`config.mk`:
```
export PLATFORM = sky130hd
export DESIGN_NAME = polpq_front
export DESIGN_NICKNAME = d
export VERILOG_FILES = /design/src/rtl/polpq_pkg.sv /design/src/rtl/polpq_ram.sv /design/src/rtl/polpq_front.sv
export SDC_FILE = /design/constraint.sdc
export NUM_CORES = 2
export LEC_CHECK = 0
export BUFFER_PORTS_ARGS = -buffer_cell sky130_fd_sc_hd__buf_2
export CAP_MARGIN = 30
export CORE_ASPECT_RATIO = 2
export CORE_UTILIZATION = 30
export CTS_BUF_LIST = sky130_fd_sc_hd__clkbuf_8
export DETAILED_ROUTE_END_ITERATION = 10
export PLACE_DENSITY_LB_ADDON = 0.08
export SLEW_MARGIN = 0
export SYNTH_ARGS = -nofsm -noshare
export SYNTH_HDL_FRONTEND = slang
export SYNTH_SLANG_ARGS = --single-unit
```
`constraint.sdc`:
```
create_clock -name clk_i -period 2.7 [get_ports clk_i]
set_input_delay 0.405 -clock clk_i [delete_from_list [all_inputs] [get_ports clk_i]]
set_output_delay 0.405 -clock clk_i [all_outputs]
set_load 0.1 [all_outputs]
```
`src/rtl/polpq_pkg.sv`:
```
`default_nettype none
// ----------------------------------------------------------------------------
// polpq_pkg: shared types and constants for the per-link packet queues
// Sizes, operation and status codes, and the records that pass between the
// front end and the back end of the queue manager.
// ----------------------------------------------------------------------------
package polpq_pkg;

  localparam int QUEUE_SLOTS = 128;
  localparam int QUEUE_DEPTH = 128;
  localparam int LINK_BITS   = 8;

  localparam int SLOT_W    = $clog2(QUEUE_SLOTS);
  localparam int POS_W     = $clog2(QUEUE_DEPTH);
  localparam int DEPTH_W   = $clog2(QUEUE_DEPTH + 1);
  localparam int LINKS     = 1 << LINK_BITS;
  localparam int PKT_DEPTH = QUEUE_SLOTS << POS_W;
  localparam int PKT_AW    = SLOT_W + POS_W;

  typedef logic [LINK_BITS-1:0] link_t;
  typedef logic [SLOT_W-1:0]    slot_t;
  typedef logic [POS_W-1:0]     pos_t;
  typedef logic [DEPTH_W-1:0]   depth_t;

  typedef enum logic [1:0] {
    OP_PUSH  = 2'd0,
    OP_POP   = 2'd1,
    OP_QUERY = 2'd2,
    OP_CLEAR = 2'd3
  } op_e;

  typedef enum logic [2:0] {
    ST_OK       = 3'd0,
    ST_NO_ROUTE = 3'd1,
    ST_NO_SLOT  = 3'd2,
    ST_FULL     = 3'd3,
    ST_ABSENT   = 3'd4
  } status_e;

  // Classified command handed from the front end to the back end.
  typedef struct packed {
    op_e         op;
    link_t       link;
    logic [31:0] addr;
    logic        hit;     // link already owns a slot
    logic        nofree;  // new link and every slot taken
    slot_t       slot;    // owning slot, or the free slot to claim
  } item_t;

  // Slot table changes sent from the back end to the front end.
  typedef struct packed {
    logic  claim;
    logic  free;
    logic  clear_all;
    slot_t slot;
    link_t link;
  } upd_t;

  // Per-slot queue bookkeeping.
  typedef struct packed {
    depth_t depth;
    pos_t   head;
    pos_t   tail;
  } slot_rec_t;

  // Advance a ring position with wraparound at the queue depth.
  function automatic pos_t next_pos(input pos_t p);
    next_pos = (p == pos_t'(QUEUE_DEPTH - 1)) ? '0 : pos_t'(p + 1'b1);
  endfunction

endpackage
`default_nettype wire

```
`src/rtl/polpq_ram.sv`:
```
`default_nettype none
// ----------------------------------------------------------------------------
// polpq_ram: generic simple dual-port RAM
// One write port and one read port with registered read data.
// ----------------------------------------------------------------------------
module polpq_ram #(
  parameter int WIDTH = 32,
  parameter int DEPTH = 256
) (
  input  wire                      clk_i,
  input  wire                      we_i,
  input  wire  [$clog2(DEPTH)-1:0] waddr_i,
  input  wire  [WIDTH-1:0]         wdata_i,
  input  wire  [$clog2(DEPTH)-1:0] raddr_i,
  output logic [WIDTH-1:0]         rdata_o
);

  logic [WIDTH-1:0] mem_q [DEPTH];

  // Write port and registered read port.
  always_ff @(posedge clk_i) begin
    if (we_i) begin
      mem_q[waddr_i] <= wdata_i;
    end
    rdata_o <= mem_q[raddr_i];
  end

endmodule
`default_nettype wire

```
`src/rtl/polpq_front.sv`:
```
`default_nettype none
// ----------------------------------------------------------------------------
// polpq_front: command intake and link classification
// Accepts a command, looks its link up in the link-to-slot map and picks
// the lowest free slot, then queues the classified command.
// ----------------------------------------------------------------------------
module polpq_front (
  input  wire                    clk_i,
  input  wire                    rst_ni,
  input  wire                    start,
  output logic                   busy,
  input  wire  [1:0]             operation_i,
  input  wire  [7:0]             link_number_i,
  input  wire  [31:0]            packet_addr_i,
  input  wire                    done_i,
  input  wire polpq_pkg::upd_t   upd_i,
  output logic                   push_o,
  output polpq_pkg::item_t       item_o
);

  logic                          busy_q, lookup_q;
  polpq_pkg::op_e                op_q;
  polpq_pkg::link_t              link_q;
  logic [31:0]                   addr_q;
  logic [polpq_pkg::LINKS-1:0]   map_valid_q;
  logic [polpq_pkg::QUEUE_SLOTS-1:0] slot_valid_q;
  polpq_pkg::slot_t              free_slot_q, free_slot_d;
  logic                          free_ok_q, free_ok_d;
  polpq_pkg::slot_t              map_rdata;
  polpq_pkg::link_t              in_link;
  logic                          accept, hit;

  assign accept  = start && !busy_q;
  assign busy    = busy_q;
  assign in_link = polpq_pkg::link_t'(link_number_i);

  // Link-to-slot map; entries are meaningful only while their valid bit is set.
  polpq_ram #(
    .WIDTH (polpq_pkg::SLOT_W),
    .DEPTH (polpq_pkg::LINKS)
  ) u_map (
    .clk_i   (clk_i),
    .we_i    (upd_i.claim),
    .waddr_i (upd_i.link),
    .wdata_i (upd_i.slot),
    .raddr_i (in_link),
    .rdata_o (map_rdata)
  );

  // Lowest free slot, registered from the valid bits.
  always_comb begin
    free_slot_d = '0;
    free_ok_d   = 1'b0;
    for (int s = polpq_pkg::QUEUE_SLOTS - 1; s >= 0; s--) begin
      if (!slot_valid_q[s]) begin
        free_slot_d = polpq_pkg::slot_t'(s);
        free_ok_d   = 1'b1;
      end
    end
  end

  // Classification of the command captured in the previous cycle.
  assign hit    = map_valid_q[link_q] && (link_q != '0);
  assign push_o = lookup_q;
  always_comb begin
    item_o.op     = op_q;
    item_o.link   = link_q;
    item_o.addr   = addr_q;
    item_o.hit    = hit;
    item_o.nofree = !hit && !free_ok_q;
    item_o.slot   = hit ? map_rdata : free_slot_q;
  end

  // Command capture.
  always_ff @(posedge clk_i) begin
    if (accept) begin
      op_q   <= polpq_pkg::op_e'(operation_i);
      link_q <= in_link;
      addr_q <= packet_addr_i;
    end
    free_slot_q <= free_slot_d;
  end

  // Handshake control and slot table valid bits.
  always_ff @(posedge clk_i or negedge rst_ni) begin
    if (!rst_ni) begin
      busy_q       <= 1'b0;
      lookup_q     <= 1'b0;
      free_ok_q    <= 1'b0;
      map_valid_q  <= '0;
      slot_valid_q <= '0;
    end else begin
      lookup_q  <= accept;
      free_ok_q <= free_ok_d;
      if (accept) begin
        busy_q <= 1'b1;
      end else if (done_i) begin
        busy_q <= 1'b0;
      end
      if (upd_i.clear_all) begin
        map_valid_q  <= '0;
        slot_valid_q <= '0;
      end else if (upd_i.claim) begin
        map_valid_q[upd_i.link]  <= 1'b1;
        slot_valid_q[upd_i.slot] <= 1'b1;
      end else if (upd_i.free) begin
        map_valid_q[upd_i.link]  <= 1'b0;
        slot_valid_q[upd_i.slot] <= 1'b0;
      end
    end
  end

endmodule
`default_nettype wire

```
==> metrics.csv <==
metric,value,unit
slew_violations,0,
drtAntennaViolNets,0,
setup_ws,-1.76,ns
maxSlewHeadroom,0.309,
r2r_setup_slack,0.06,ns
grt_max_degree,175,
regToRegStartpoint,u_map.mem_q[230][1],
max_freq,224,MHz
wire_per_inst,30.8,um
drive_gt1_frac,0.283,
final_hold_viol_count,0,
crit_path_end_kind,output port,
grt_first_pass_wirelength,446000,um
skew,0.0707,ns
drt_pass1_iterations,5,
layoutNonFillerInstCount,10300,
drtIter0Drc,3258,
cap_viol_max_count,0,
grt_busiest_layer,met2,
dp_slack,-1.05,ns
grt_antenna_before_repair,17,
synth_cells,5256,
reg2reg_depth,6,
track_usage,0.210,
setup_violations,9,
clk_pin_slew_worst_paths,0.07,ns
dp_cells,9623,
cts.htree.levels,5,
via_count,52200,
p_per_area,652,mW/mm^2
grtUsageMet1,0.210,
grt_overflow_total,0,
hp-class,in2reg,
syn-num-nets,5320,
synth_edf_count,1834,
rsz0062_at_grt,yes,
grtUsageMet2,0.413,
hpwl,227000,um
p_leak,38.4,nW
ys_ff_latch,2234,
port_buffers,116,
cts_root_buf,clkbuf_8,
avgSynthCellArea,17.2,um^2
io_pins,117,
fin_nets,6114,
post-route-period-util,1.65,
grt_use_met3,0.0319,
synth-main-ff-cell,edfxtp_1,
grt_pass1_vias,57200,
crit_required,2.30,ns
worstSetupStartpoint,link_q[0],
drc,0,
violations,negative setup slack,
syn_area,0.0904,mm^2
crit_type,reg2out,
vias_per_cell,5.04,
final.setup.tns,-15.62,ns
ir_drop,0.372,mV
synth_cell_types,57,
period_minus_slack,4.46,ns
worst_pin_slew,1.04,ns
worstSetupStartpointType,flop,
syn2layout_area_growth,20.0,%
tritoncts,yes,
timing.rr.end,u_map.rdata_o[1],
clock_latency,1.05,ns
cp.arrival,4.06,ns
status,finished with violations,
crit_path_end,item_o[0],
fp-row-count,284,
worst-path-max-fanout,9,
fillers,28700,
yosysSeqAreaShare,0.719,
place.gp.congestion,0.924,
initial_core_util,0.302,
die_w,390,um
numCtsBuffers,345,
clock_sinks,2234,
clk_path_buf_depth,4,
dieArea,0.304,mm^2
yosys_warnings,0,
async_flop_share,0.173,
die_y,778,um
wl,319000,um
core-area,0.299,mm^2
critical path: stages, from the launching register on:
cell and delay [ns]:
edfxtp_1 0.36, buf_6 0.14, bufbuf_16 0.27, mux4_2 0.52
a22oi_2 0.17, nand2_1 0.07, a21oi_1 0.12, buf_4 0.16
nor3_1 0.06, nor4_2 0.26, buf_4 0.16, mux2i_4 0.06
buf_12 0.16, mux2_4 0.32, buf_12 0.17
cell families after synthesis:
logic type	share of synthesized area
DFF	0.719
AOI/OAI and AO/OA	0.0602
and+or+nand+nor	0.0384
muxes	0.156
buffers and inverters	0.0263
cell type report:
type	count	area, um^2	share of cell area
flip-flops and latches	2234	65000	0.600
multi-input cells	2436	23200	0.214
repair buffers	746	7540	0.0695
well taps	4004	5010	0.0462
clock buffers	362	4980	0.0460
clock inverters	268	1540	0.0142
inverters	287	1080	0.00994
diodes	9	22.5	0.000208
cell usage after synthesis, types with 9 or more instances:
master | instances | area (um^2)
mux4_2 | 608 | 13700
a21oi_1 | 411 | 2060
nor3_1 | 40 | 200
buf_4 | 18 | 135
nor2b_1 | 39 | 244
a22o_1 | 17 | 149
o21ai_0 | 418 | 2090
buf_1 | 20 | 75.1
mux2i_1 | 10 | 100
nand4_1 | 39 | 244
a221oi_1 | 17 | 149
clkbuf_1 | 206 | 773
a211oi_1 | 18 | 135
o221ai_1 | 9 | 78.8
inv_1 | 287 | 1080
nand2_1 | 514 | 1930
dfrtp_1 | 386 | 9660
nand3_1 | 43 | 215
a22oi_1 | 50 | 375
buf_2 | 48 | 240
edfxtp_1 | 1834 | 55100
dfxtp_1 | 14 | 280
mux2_2 | 12 | 135
nand2b_1 | 21 | 131
nor2_1 | 73 | 274
a31oi_1 | 15 | 93.8
stage by stage:
stage / total power, W / util / hold WS [ns] / area [um^2]
after floorplan: 0.0405 / - / 0.109 / 90500
after global placement: 0.0433 / 0.337 / 0.374 / 101000
after detailed placement: 0.0433 / 0.337 / 0.370 / 101000
after CTS: 0.0718 / 0.362 / 0.0107 / 108000
after global routing: 0.0731 / 0.362 / 0.0694 / 108000
final: 0.0707 / 0.362 / 0.0982 / 108000
what timing repair did:
item	in CTS	in global routing
cloned	2	0
hold buffers	79	0
pin swaps	6	5
gates resized for setup	27	11
buffers inserted	4	0
setup endpoints to repair	18	15
endpoints found under the hold margin	1035	0
routing by layer:
layer | vias to the layer above | part of all wire
met5 | - | 0.00017
met4 | 8 | 0.052
met3 | 650 | 0.039
met2 | 1462 | 0.57
met1 | 27700 | 0.34
li1 | 22300 | -
how the worst min path moves through the flow:
stage / startpoint / to / cells past startpoint
after floorplan: rst_ni / busy / 0
after global placement: rst_ni / slot_valid_q[73] / 1
after detailed placement: rst_ni / slot_valid_q[73] / 1
after CTS: rst_ni / slot_valid_q[93] / 3
after global routing: rst_ni / slot_valid_q[84] / 3
final: start / push_o / 3
sequential cells by signal, indices dropped and copies added, names as in the netlist:
signal         cells
addr_q            32
busy               1
free_ok_q          1
free_slot_q        7
link_q             8
map_valid_q      255
op_q               2
push_o             1
slot_valid_q     128
u_map.mem_q     1792
u_map.rdata_o      7
power breakdown:
| group | internal [W] | leakage [nW] | total [W] | switching, W |
|---|---|---|---|---|
| Clock | 0.0138 | 3.80 | 0.0280 | 0.0142 |
| Sequential | 0.0375 | 22.0 | 0.0375 | 0.0000830 |
| Combinational | 0.00190 | 12.6 | 0.00511 | 0.00321 |
cell usage in the layout, fill, tap and decap left out, drive strengths merged, types with 4 or more instances in the layout:
cell type    count
a31oi           16
or3              6
bufinv          13
o211ai           7
clkinv         114
nor2            73
nand2b          21
o21ai          419
a2111oi          6
inv            423
edfxtp        1834
nor4             9
buf            667
a21oi          411
a221oi          17
mux4           608
nand4           39
nor3            40
o22ai            5
nand2          515
mux2i           11
clkinvlp         5
and3             6
a22oi           50
clkbuf         362
a22o            17
a211oi          18
dfxtp           14
o221ai           9
dlygate4sd3     78
diode            9
dfrtp          386
mux2            20
a21boi           4
nand3           43
nor2b           39
Power figures use the tool's default switching activity.
