==> src/rtl/polpq_pkg.sv <==
`default_nettype none
// ----------------------------------------------------------------------------
// polpq_pkg: shared types and constants for the per-link packet queues
// Sizes, operation and status codes, and the records that pass between the
// front end and the back end of the queue manager.
// ----------------------------------------------------------------------------
package polpq_pkg;

  localparam int QUEUE_SLOTS = 128;
  localparam int QUEUE_DEPTH = 128;
  localparam int LINK_BITS   = 8;

  localparam int SLOT_W    = $clog2(QUEUE_SLOTS);
  localparam int POS_W     = $clog2(QUEUE_DEPTH);
  localparam int DEPTH_W   = $clog2(QUEUE_DEPTH + 1);
  localparam int LINKS     = 1 << LINK_BITS;
  localparam int PKT_DEPTH = QUEUE_SLOTS << POS_W;
  localparam int PKT_AW    = SLOT_W + POS_W;

  typedef logic [LINK_BITS-1:0] link_t;
  typedef logic [SLOT_W-1:0]    slot_t;
  typedef logic [POS_W-1:0]     pos_t;
  typedef logic [DEPTH_W-1:0]   depth_t;

  typedef enum logic [1:0] {
    OP_PUSH  = 2'd0,
    OP_POP   = 2'd1,
    OP_QUERY = 2'd2,
    OP_CLEAR = 2'd3
  } op_e;

  typedef enum logic [2:0] {
    ST_OK       = 3'd0,
    ST_NO_ROUTE = 3'd1,
    ST_NO_SLOT  = 3'd2,
    ST_FULL     = 3'd3,
    ST_ABSENT   = 3'd4
  } status_e;

  // Classified command handed from the front end to the back end.
  typedef struct packed {
    op_e         op;
    link_t       link;
    logic [31:0] addr;
    logic        hit;     // link already owns a slot
    logic        nofree;  // new link and every slot taken
    slot_t       slot;    // owning slot, or the free slot to claim
  } item_t;

  // Slot table changes sent from the back end to the front end.
  typedef struct packed {
    logic  claim;
    logic  free;
    logic  clear_all;
    slot_t slot;
    link_t link;
  } upd_t;

  // Per-slot queue bookkeeping.
  typedef struct packed {
    depth_t depth;
    pos_t   head;
    pos_t   tail;
  } slot_rec_t;

  // Advance a ring position with wraparound at the queue depth.
  function automatic pos_t next_pos(input pos_t p);
    next_pos = (p == pos_t'(QUEUE_DEPTH - 1)) ? '0 : pos_t'(p + 1'b1);
  endfunction

endpackage
`default_nettype wire

==> src/rtl/polpq_fifo.sv <==
`default_nettype none
// ----------------------------------------------------------------------------
// polpq_fifo: two-entry queue of classified commands
// Decouples the front end from the back end.
// ----------------------------------------------------------------------------
module polpq_fifo (
  input  wire                    clk_i,
  input  wire                    rst_ni,
  input  wire                    push_i,
  input  wire polpq_pkg::item_t  item_i,
  input  wire                    pop_i,
  output polpq_pkg::item_t       item_o,
  output logic                   empty_o
);

  polpq_pkg::item_t ent_q [2];
  logic             wr_q, rd_q;
  logic [1:0]       cnt_q;

  // Entry storage.
  always_ff @(posedge clk_i) begin
    if (push_i) begin
      ent_q[wr_q] <= item_i;
    end
  end

  // Pointers and fill count.
  always_ff @(posedge clk_i or negedge rst_ni) begin
    if (!rst_ni) begin
      wr_q  <= 1'b0;
      rd_q  <= 1'b0;
      cnt_q <= 2'd0;
    end else begin
      if (push_i) wr_q <= ~wr_q;
      if (pop_i)  rd_q <= ~rd_q;
      cnt_q <= cnt_q + {1'b0, push_i} - {1'b0, pop_i};
    end
  end

  assign item_o  = ent_q[rd_q];
  assign empty_o = (cnt_q == 2'd0);

endmodule
`default_nettype wire

==> config.mk <==
export PLATFORM = sky130hd
export DESIGN_NAME = polpq_fifo
export DESIGN_NICKNAME = d
export VERILOG_FILES = /design/src/rtl/polpq_pkg.sv /design/src/rtl/polpq_fifo.sv
export SDC_FILE = /design/constraint.sdc
export NUM_CORES = 1
export LEC_CHECK = 0
export BUFFER_PORTS_ARGS = -buffer_cell sky130_fd_sc_hd__clkbuf_2
export CORE_MARGIN = 2
export CORE_UTILIZATION = 47
export DETAILED_ROUTE_END_ITERATION = 10
export PLACE_DENSITY = 0.77
export RECOVER_POWER = 25
export SETUP_SLACK_MARGIN = 0.4
export SLEW_MARGIN = 15
export SYNTH_ARGS = -nofsm -noshare
export SYNTH_HDL_FRONTEND = slang
export SYNTH_SLANG_ARGS = --single-unit
==> constraint.sdc <==
create_clock -name clk_i -period 2.9 [get_ports clk_i]
set_input_delay 0 -clock clk_i [delete_from_list [all_inputs] [get_ports clk_i]]
set_output_delay 0 -clock clk_i [all_outputs]
set_load 0.05 [all_outputs]
==> impl_results.md, run 1 <==
* P per Cell Area at between 1000 and 1500 nW/um2
* Vias per inst at ~4.7
* Total core area at ~8600 um2
* Initial antenna violation count at 0
* Place WS at 1.26 ns
* CTS Buf Count at 9
* RSZ-0062 raised after global routing: false
* Congestion Overflow GR at 0
* Setup Buffers After CTS at 0
* Number of inserted diodes at 0
* WL/cell at roughly 15 um
* Fin nets at 399
* Slowest stage cell on the critical path: dfrtp_4
* Worst skew pair latency at about 0.36 ns
* Vias at between 2000 and 2500
* Clock transition at the registers of the reported paths at 0.09 ns
* Slack of the critical path at 0.896 ns
* Slew headroom at 52.7%
* Proportion of synthesized area in mux cells at between 10% and 20%
* Crit path DAT at 2.00 ns
* Seq/Total Area, Yosys at 76.7%
* Die Area at between 9000 and 10000 um2
* Distinct cells, synth at 13
* Critical path required time at just under 3 ns
* Largest family of logic cells by synthesized area: multiplexers
* Synthesized net count at 230
* PostCTS Resize Cnt at 0
* Buf/Inv on CP at 2
* Leakage at 2.18 nW
* Row count at 34
* Netlist area before placement at 4120 um2
* All-layer global routing usage at 14.5%
* Area growth syn-to-layout at 32.4%
* Worst clock skew at between 0.01 and 0.015 ns
* Complex-gate fraction of the synthesized area at 0%
* Met2 Resource Use GR at 25.9%
* Vias in the first global route at about 2100
* Synth area leaders: edfxtp_1, mux2_4, buf_12
* Post-Syn Area per Cell at roughly 24 um2
* Met3 Track Usage GR at roughly 3.6%
* CTS Root Cell: clkbuf_8
* Crit-path cells: buf_12, mux2_2, clkbuf_2
* Largest net degree at the start of global routing at 31
* Critical Path End Type: output pin
* Most common library cells after synthesis: edfxtp_1, mux2_4, buf_12, dfrtp_1
* Met1 usage at between 15 and 20%
* CTS tree: built
* CP Launch Type: register
* Worst hold path type: in2reg
* # hold bufs at CTS at 55
* Top-count cell post-synth: edfxtp_1
* Peak VDD IR at 646 uV
* Share of async-settable or async-resettable flops after synthesis at ~3.8%
* Inst Count DP at roughly 380
* Final hold vios at 0
* Die X at 97.7 um
* Finished Layout Cells at roughly 460
* Largest stage delay, worst path at a little over 0.7 ns
* DRC violations left at 0
* Yosys top cell area share at roughly 74%
* Setup Total Neg Slack at 0 ns
* Max Fclk at roughly 500 MHz
* Chip Height at 97.7 um
* Crit-path leading delay family: flip-flops
* Tmin final at ~2.0 ns
* Detailed Place HPWL at 4320 um
* Starting density of the core at a little under half
* Layout cells sized above 1 at a little over two fifths
* Post-Route WL at a little under 7000 um
* First-pass GRT wire length at ~11000 um
* Least-Margin Pin Slew at 0.708 ns
* Routability cong. at between 0.6 and 0.7
* Final ANT Viol Nets at 0
* Post-synthesis xor/xnor area fraction at ~1.0%
* Status: completed
* Total I/O pin count at 107
* Post-synthesis simple-gate area fraction at 0.395%
* DR pass1 iterations at 4
* Post-synth top area cell: edfxtp_1
* MaxCap Viol Count at 0
* Slew Viols, Final at 0
* Worst Setup Path Type: reg2out
* Initial drt markers at between 60 and 70
* Ys Warns at 0
* Crit-path max FO at 30
* Post-Synthesis Cells at around 170
* Primary FF master, synth: edfxtp_1
* Yosys reg bits at around 110
* Tcrit/Tclk final at 69.1%
* Port bufs at about 110
* CTS sink cnt at roughly 110
* Final setup vio count at 0
* Post-Synth Adder-Cell Area at less than 1%
* Grt peak-use layer: met2
* EDFF count, synth at 102
* H-Tree Depth at 3
* CTS Buffer Depth at 2
routing by layer:
metal,up-vias,part of all wire (%)
li1,1014,-
met2,76,53
met3,9,5.2
met5,-,0
met1,1026,40
met4,0,1.4
placed cells by master (no fill, tap or decap), types with 2 or more instances in the layout:
cell,n
ha_1,2
clkbuf_2,77
dfrtp_1,3
edfxtp_1,102
inv_1,2
clkbuf_8,9
buf_12,3
dlygate4sd3_1,55
mux2_4,49
xor2_1,2
mux2_2,2
clkbuf_1,30
per-stage QoR:
step	instance area, um2	util [%]	hold slack (ns)	power (mW)
floorplan	4130	-	-0.296	4.34
global placement	4750	55.3	-0.185	4.65
detailed placement	4750	55.3	-0.184	4.69
CTS	5490	63.9	0.350	5.62
global route	5460	63.5	0.352	5.79
finish	5460	63.5	0.366	5.55
final cells by class:
cell class,instances,area (um2)
clock buffers,10,128
clock inverters,6,66.3
fillers,629,3140
inverters,2,7.51
multi-input cells,59,850
flip-flops and latches,106,3170
well taps,108,135
repair buffers,164,1100
power by group:
part	switching, mW	internal [mW]
clock	0.470	0.403
sequential	0.170	2.04
combinational	1.61	0.860
state kept, by name (all words and copies together), names as in the netlist:
register,count
ent_q,102
cnt_q,2
rd_q,1
wr_q,1
cells by family after synthesis:
logic type | after synthesis
adder cells (fa/ha/maj) | 2
XOR/XNOR | 3
flip-flops | 106
multiplexers | 51
AND/OR/NAND/NOR | 3
buffers and inverters | 8
final timing paths:
path	depth (start not counted)	endpoint	slack, ns	from
setup reg to reg	2	ent_q[0][3]	1.28	wr_q
hold / removal	2	ent_q[0][28]	0.37	item_i[28]
hold reg to reg	1	wr_q	0.55	wr_q
max in group asynchronous	3	rd_q	2.17	rst_ni
setup / recovery	3	item_o[0]	0.90	rd_q
min in group asynchronous	3	cnt_q[1]	0.53	rst_ni
No activity file was read; power rests on OpenSTA's default activity.
==> run 2, diff against run 1 <==
--- a/config.mk
+++ b/config.mk
@@ -7,9 +7,9 @@
 export LEC_CHECK = 0
 export BUFFER_PORTS_ARGS = -buffer_cell sky130_fd_sc_hd__clkbuf_2
 export CORE_MARGIN = 2
-export CORE_UTILIZATION = 47
+export CORE_UTILIZATION = 50
 export DETAILED_ROUTE_END_ITERATION = 10
-export PLACE_DENSITY = 0.77
+export PLACE_DENSITY = 0.78
 export RECOVER_POWER = 25
 export SETUP_SLACK_MARGIN = 0.4
 export SLEW_MARGIN = 15
==> constraint.sdc (replaced) <==
create_clock -name clk_i -period 1.89 [get_ports clk_i]
set_input_delay 0 -clock clk_i [delete_from_list [all_inputs] [get_ports clk_i]]
set_output_delay 0 -clock clk_i [all_outputs]
set_load 0.05 [all_outputs]
==> impl_results.md, run 2 (synthesized netlist as in run 1, its figures left out) <==
* Status: completed
* Least-Margin Pin Slew at between 0.3 and 0.4 ns
* Starting density of the core at 50.9%
* Crit-path max FO at 19
* Peak VDD IR at between 900 and 1000 uV
* Worst skew pair latency at around 0.35 ns
* Placed Area at ~4800 um2
* Top Registers: ent_q (102), cnt_q (2)
* Worst hold path type: in2reg
* Fin nets at approximately 410
* Inst Count DP at 384
* Post-Route WL at between 7000 and 8000 um
* Reg2Reg Setup Slack at about 0.56 ns
* Worst clock skew at around 0.0082 ns
* Total I/O pin count at around 110
* Crit path DAT at 1.59 ns
* Largest stage delay, worst path at around 0.55 ns
* CP Launch Type: register
* Setup Total Neg Slack at 0 ns
* CTS sink cnt at ~110
* Chip Height at 94.8 um
* Initial antenna violation count at 0
* DR pass1 iterations at 4
* Worst hold slack at between 0.3 and 0.4 ns
* Detailed Place HPWL at 4210 um
* Vias per inst at 4.70
* Commonest non-fill, non-tap cell in the layout: edfxtp_1
* Max Fclk at around 630 MHz
* Leakage at 2.41 nW
* Worst Setup Path Type: reg2out
* Critical path required time at between 1.5 and 2 ns
* CTS Root Cell: clkbuf_8
* Design area at 5990 um2
* Congestion Overflow GR at 0
* Port bufs at approximately 110
* Clock transition at the registers of the reported paths at 0.10 ns
* Total core area at ~8100 um2
* Finished Layout Cells at approximately 460
* CTS tree: built
* Die Area at ~9000 um2
* All-layer global routing usage at between 15 and 20%
* CTS Buffer Depth at 2
* Vias in the first global route at between 2000 and 2500
* P per Cell Area at around 1600 nW/um2
* Number of inserted diodes at 0
* WL/cell at about 16 um
* Largest net degree at the start of global routing at 30
* Met2 routed WL at roughly 4200 um
* Slew headroom at between 70% and 80%
* Tcrit/Tclk final at between 80% and 90%
* CTS Buf Count at 9
* Final hold vios at 0
* Routability cong. at 0.690
* Die X at 94.8 um
* Largest Register: ent_q
* Final ANT Viol Nets at 0
* Most frequent cells in the layout: edfxtp_1, clkbuf_8, dlygate4sd3_1, mux2_4, clkbuf_2
* Slew Viols, Final at 0
* Critical Path End Type: output pin
* Row count at 33
* RSZ-0062 raised after global routing: true
* MaxCap Viol Count at 0
* Vias at roughly 2200
* Post-route met1 wirelength at about 2900 um
* Met3 wire len at 359 um
* Initial drt markers at 80
* Layout cells sized above 1 at roughly 46%
* Hold Path Depth at 2
* Area growth syn-to-layout at 45.4%
* Crit-path cells: buf_12, mux2_4, clkbuf_8
* Tmin final at about 1.6 ns
* H-Tree Depth at 3
* Slowest stage cell on the critical path: dfrtp_4
* First-pass GRT wire length at roughly 11000 um
* Uppermost routed layer: met4
* Path depth of the worst reg2reg path at 2
* Number of flip-flops in the largest register at slightly above 100
* Final setup vio count at 0
* DRC violations left at 0
run 2: cell types whose count changed in the layout (fill, tap and decap cells not counted), sizes merged:
cell      delta
clkinvlp     -1
bufinv       +2
clkbuf       +1
buf          +7
clkinv       -1
inv          -1
run 2: per-stage QoR:
stage          utilization [%]  setup WS [ns]  total power [mW]
2_1_floorplan                -          0.286              6.66
3_3_place_gp              58.8          0.384              7.16
3_5_place_dp              58.8          0.377              7.22
4_1_cts                   74.4          0.278              9.73
5_1_grt                   74.1          0.249              10.1
6_report                  74.1          0.297              9.71
run 2: power breakdown:
| part | internal, mW | leakage [nW] | switching [mW] |
|---|---|---|---|
| Clock | 0.882 | 0.118 | 0.711 |
| Sequential | 3.13 | 1.00 | 0.164 |
| Combinational | 2.11 | 1.29 | 2.71 |
run 2: repair_timing:
action | CTS | global route
setup endpoints to repair | 51 | 51
hold buffers | 55 | 0
hold endpoints to repair | 109 | 0
setup buffers | 4 | 0
gates resized for setup | 102 | 0
pin swaps | 0 | 0
run 2: critical path, delay by kind of cell (launching register included):
kind | cells | cell delay, ns
muxes | 1 | 0.32
buffers and inverters | 2 | 0.37
DFF | 1 | 0.55
run 2: worst paths after layout:
path / to / from
setup reg to reg: ent_q[1][17] / wr_q
setup / recovery: item_o[26] / rd_q
min in group asynchronous: rd_q / rst_ni
max in group asynchronous: rd_q / rst_ni
hold reg to reg: wr_q / wr_q
hold / removal: ent_q[1][6] / item_i[6]
run 2: area by class of cell:
cell class                      count  area, um2
Sequential cell                   106       3170
Fill cell                         483       2100
Timing Repair Buffer              171       1600
Multi-Input combinational cell     59        850
Clock buffer                       11        131
Tap cell                          105        131
Clock inverter                      5        104
Inverter                            2       7.51
run 2: per-layer routing:
metal  track usage [%]  vias up
met5                 0        -
li1                  -     1028
met3              4.07        7
met1              18.8     1055
met4              6.28        0
met2              31.5       66
